[config.mk]
export PLATFORM = sky130hd
export DESIGN_NAME = rfla_ram
export DESIGN_NICKNAME = d
export VERILOG_FILES = /design/src/rtl/core/assert_macros.svh /design/src/rtl/core/rfla_ram.sv
export SDC_FILE = /design/constraint.sdc
export NUM_CORES = 2
export LEC_CHECK = 0
export BUFFER_PORTS_ARGS = -buffer_cell sky130_fd_sc_hd__buf_2
export CORE_ASPECT_RATIO = 0.7
export CORE_MARGIN = 2
export CORE_UTILIZATION = 34
export CTS_CLUSTER_SIZE = 28
export DETAILED_ROUTE_END_ITERATION = 16
export HOLD_SLACK_MARGIN = 0.02
export PLACE_DENSITY_LB_ADDON = 0.15
export RECOVER_POWER = 100
export SLEW_MARGIN = 20
export SYNTH_ARGS = -nofsm -noshare
export SYNTH_HDL_FRONTEND = slang
export SYNTH_SLANG_ARGS = --single-unit
[constraint.sdc]
create_clock -name clock -period 4.4 [get_ports clock]
set_input_delay 0.22 -clock clock [delete_from_list [all_inputs] [get_ports clock]]
set_output_delay 0.22 -clock clock [all_outputs]
set_load 0.01 [all_outputs]
[src/rtl/core/assert_macros.svh]
// ----------------------------------------------------------------------------
// Assertion macros
// Shared concurrent assertion forms for the RTL core.
// ----------------------------------------------------------------------------
`ifndef ASSERT_MACROS_SVH
`define ASSERT_MACROS_SVH

// cond holds at every clock edge out of reset
`define FL_ASSERT_ALWAYS(lbl, clk, rst, cond) \
   lbl: assert property (@(posedge clk) disable iff (rst) (cond)) \
      else $error("assertion failed: lbl");

// a implies c in the same cycle
`define FL_ASSERT_IMPL(lbl, clk, rst, a, c) \
   lbl: assert property (@(posedge clk) disable iff (rst) (a) |-> (c)) \
      else $error("assertion failed: lbl");

// a implies c in the next cycle
`define FL_ASSERT_NEXT(lbl, clk, rst, a, c) \
   lbl: assert property (@(posedge clk) disable iff (rst) (a) |=> (c)) \
      else $error("assertion failed: lbl");

`endif

[src/rtl/core/rfla_ram.sv]
// ----------------------------------------------------------------------------
// rfla_ram
// Generic single write, single read RAM with registered read data.
// ----------------------------------------------------------------------------
`timescale 1ns / 1ps

module rfla_ram #(
   parameter int WIDTH = 45,
   parameter int DEPTH = 64
) (
   input  logic                     clock,
   input  logic                     wr_en,
   input  logic [$clog2(DEPTH)-1:0] wr_addr,
   input  logic [WIDTH-1:0]         wr_data,
   input  logic [$clog2(DEPTH)-1:0] rd_addr,
   output logic [WIDTH-1:0]         rd_data
);

   logic [WIDTH-1:0] mem_ff [DEPTH];
   logic [WIDTH-1:0] rd_data_ff;

   always_ff @(posedge clock) begin
      if (wr_en) begin
         mem_ff[wr_addr] <= wr_data;
      end
      rd_data_ff <= mem_ff[rd_addr];
   end

   assign rd_data = rd_data_ff;

endmodule

==> run metrics <==
hold_ws=280 ps; Post-Syn Instances=4,670; fin crit period=3600 ps; power share of the clock group=41.4%; CP Data Arrival Time=4300 ps; final hold vios=0; most used cell, CP=a21oi_1; Crit Path Max Fanout=22; Post-synth EDFFs=2,880; largest family of logic cells by synthesized area=multiplexers; area of the core=0.321 sq mm; Switching Share=21.7%; clk_skew=29.7 ps; PD cells=459 mW/mm^2; initial antenna violation count=26; Worst EP required=5100 ps; die height=480 um; Layout area overhead=14.6%; most numerous cell in the Yosys netlist=edfxtp_1; CP peak stage delay=1150 ps; share of layout cells above drive strength 1=25.9%; port bufs=103; crit path capture type=register; commonest cells in the netlist=edfxtp_1, mux4_2, nor2_1; top cells by area, synth=edfxtp_1, mux4_2, dfxtp_1; vias in the first global route=52,800; # DRC=0; Synth Area in XOR/XNOR=0%; adder-cell area share of the yosys netlist=0%; Overflow after GRT=0; mux contribution to synthesized area=15.3%; I/O Pins=104; Post-CTS Resized=0; multi-input logic area=0.0213 sq mm; die width=684 um; startpoint types=input pin; post-layout util=39.2%; Critical-path top delay cell=nand2_1; Cell Area, Synth=0.110 sq mm; Post-synth top flop=edfxtp_1; min-delay worst type=input pin to register; first-pass GRT wire length=452,000 um; failing checks=max-capacitance violations, max-slew violations; # fillers=28,700; post-CTS setup buffers=0; P_sw=12.5 mW; CTS Sinks=2,925; DR pass1 iterations=5; Slew Limit Fails=4,148; detailed-route via count=53,000; clk slew on worst S/H paths=60 ps; H-Tree Depth=5; Internal=45.3 mW; LEAKAGE=38.4 nW; Final period util=81.9%; final instance area=0.126 sq mm; Final Setup Violations=0; slew of the pin with the lowest slew margin=3420 ps; Detail Route Antenna Nets=0; area fraction in and, or, nand and nor cells after synthesis=0.937%; cells along the critical path=dlygate4sd3_1, clkbuf_2, nand2_1, buf_4, o221ai_1, a21oi_1, a21oi_1, a221oi_1; yosys warns=0; Mean Syn Cell Area=23.5 sq um; peak supply drop=309 uV; area leader, netlist=edfxtp_1; Num CTS Buffers=289; Syn Nets=4,729; final setup TNS=0 ps; Synth Area in Compound Gates=2.95%; status=complete, but fails checks; top-area cell type share of the netlist area=78.7%; register area share after synthesis=79.5%; Max Freq=278 MHz; die area=0.328 sq mm; initial core utilization=34.2%; Avg WL per Cell=34.4 um; Reg power frac=53.7%; DP Worst Slack=850 ps; Rel. slew slack=-128%; final worst slack=797 ps; Clock Latency Late Sink=860 ps; synthesized flop and latch total=2,925; DP Area=0.118 sq mm; TritonCTS clock tree=built; Distinct cells, synth=40; largest net degree at the start of global routing=77; DR iter-0 viols=6,190; fin nets=5,117; RSZ-0062 raised after global routing=false; CTS Root Cell=clkbuf_16; DP Wirelength=180,000 um; DR vias/cell=5.53; register area=0.0874 sq mm; Logic pwr share=5.0%; RePlAce Congestion=0.758; Max-Cap Viols=99; CTS max path bufs=4; Row Count=174; Global Route Usage Sum=19.8%; CP Class=input pin to register; Async SR Flop Fraction=0%; Final Routed Wirelength=330,000 um
-- layer usage --
metal | vias up | track usage [%] | part of all wire, % | wire [um]
li1 | 21000 | - | - | -
met1 | 29700 | 29.6 | 46 | 150000
met3 | 364 | 3.42 | 6.8 | 22600
met4 | 4 | 3.75 | 1.9 | 6300
met2 | 1949 | 30.6 | 46 | 151000
met5 | - | 0 | 0.0082 | 27
-- cell type report --
type                       count  share of cell area (%)
antenna                        7                  0.0139
tap                         4312                    4.28
timing repair buffer         365                    2.40
sequential                  2925                    69.4
clock inverter               113                   0.725
clock buffer                 386                    6.29
multi-input combinational   1477                    16.9
-- power by group through the flow --
stage / Combinational [mW] / Sequential, mW / Clock, mW
floorplan: 1.49 / 31.5 / 0
global placement: 2.91 / 31.6 / 0
detailed placement: 2.93 / 31.6 / 0
CTS: 2.95 / 31.0 / 24.5
global route: 3.06 / 31.1 / 25.5
finish: 2.87 / 31.0 / 23.9
-- state kept, by name (all words and copies together), names as in the netlist --
name     flops
mem_ff    2880
rd_data     45
-- critical path, delay by kind of cell --
kind	cells	cell delay, ps
simple gates	1	1150
compound gates	4	870
buf+inv	3	2000
-- cell families (layout without fill, tap and decap cells) --
kind of cell	count (synthesis)	in the layout
other	0	7
and+or+nand+nor	236	236
DFF	2925	2925
buffers and inverters	268	864
muxes	793	793
AOI/OAI and AO/OA	448	448
-- worst paths after layout --
kind                 start          end  slack (ps)  cells past startpoint
max             rd_addr[4]  rd_data[11]         800                      8
min             rd_addr[5]   rd_data[1]         280                      3
max reg2reg   mem_ff[5][8]   rd_data[8]        1960                      6
min reg2reg  mem_ff[58][6]   rd_data[6]         800                      4
-- cell usage in the layout (no fill, tap or decap), types with 3 or more instances in the layout --
master         synthesis  final
dfxtp_1               45     45
clkinvlp_4             0      5
inv_6                  0      7
bufinv_16              0     12
mux2i_1               60     60
o221ai_1              24     24
or3b_2                 4      4
nor2_1               130    107
or2_2                  3      3
a21oi_1               73     73
buf_4                 62     81
mux4_2               706    706
a211oi_1              20     20
clkbuf_1             104    198
a22oi_1               65     65
a31o_2                 5      5
a311oi_1               5      5
nand3_1                7      7
clkbuf_16              0    299
a22o_1                53     53
buf_12                 0     62
clkinv_8               0      4
dlygate4sd3_1          0     39
nor2_4                 0     23
clkinv_1               0     40
nand2b_1               9      7
clkbuf_8               0     12
o22ai_1              119    119
nor2b_4                0      3
buf_2                 62     21
a221oi_1              79     78
mux2_2                26     26
nor2b_1               12      7
nand2_1               54     54
diode_2                0      7
clkbuf_2               0     36
edfxtp_1            2880   2880
nand3b_1               5      5
clkinv_2               0     42
-- timing repair --
action	CTS	global route
endpoints found under the setup margin	0	0
endpoints found under the hold margin	330	1664
hold buffers	13	26
-- metrics by stage --
stage                     total power [mW]  std cells
after floorplan                       33.0       4670
after global placement                34.5       9038
after detailed placement              34.5       9040
after CTS                             58.4       9552
after global routing                  59.6       9580
final                                 57.8       9585
Power figures use the tool's default switching activity.
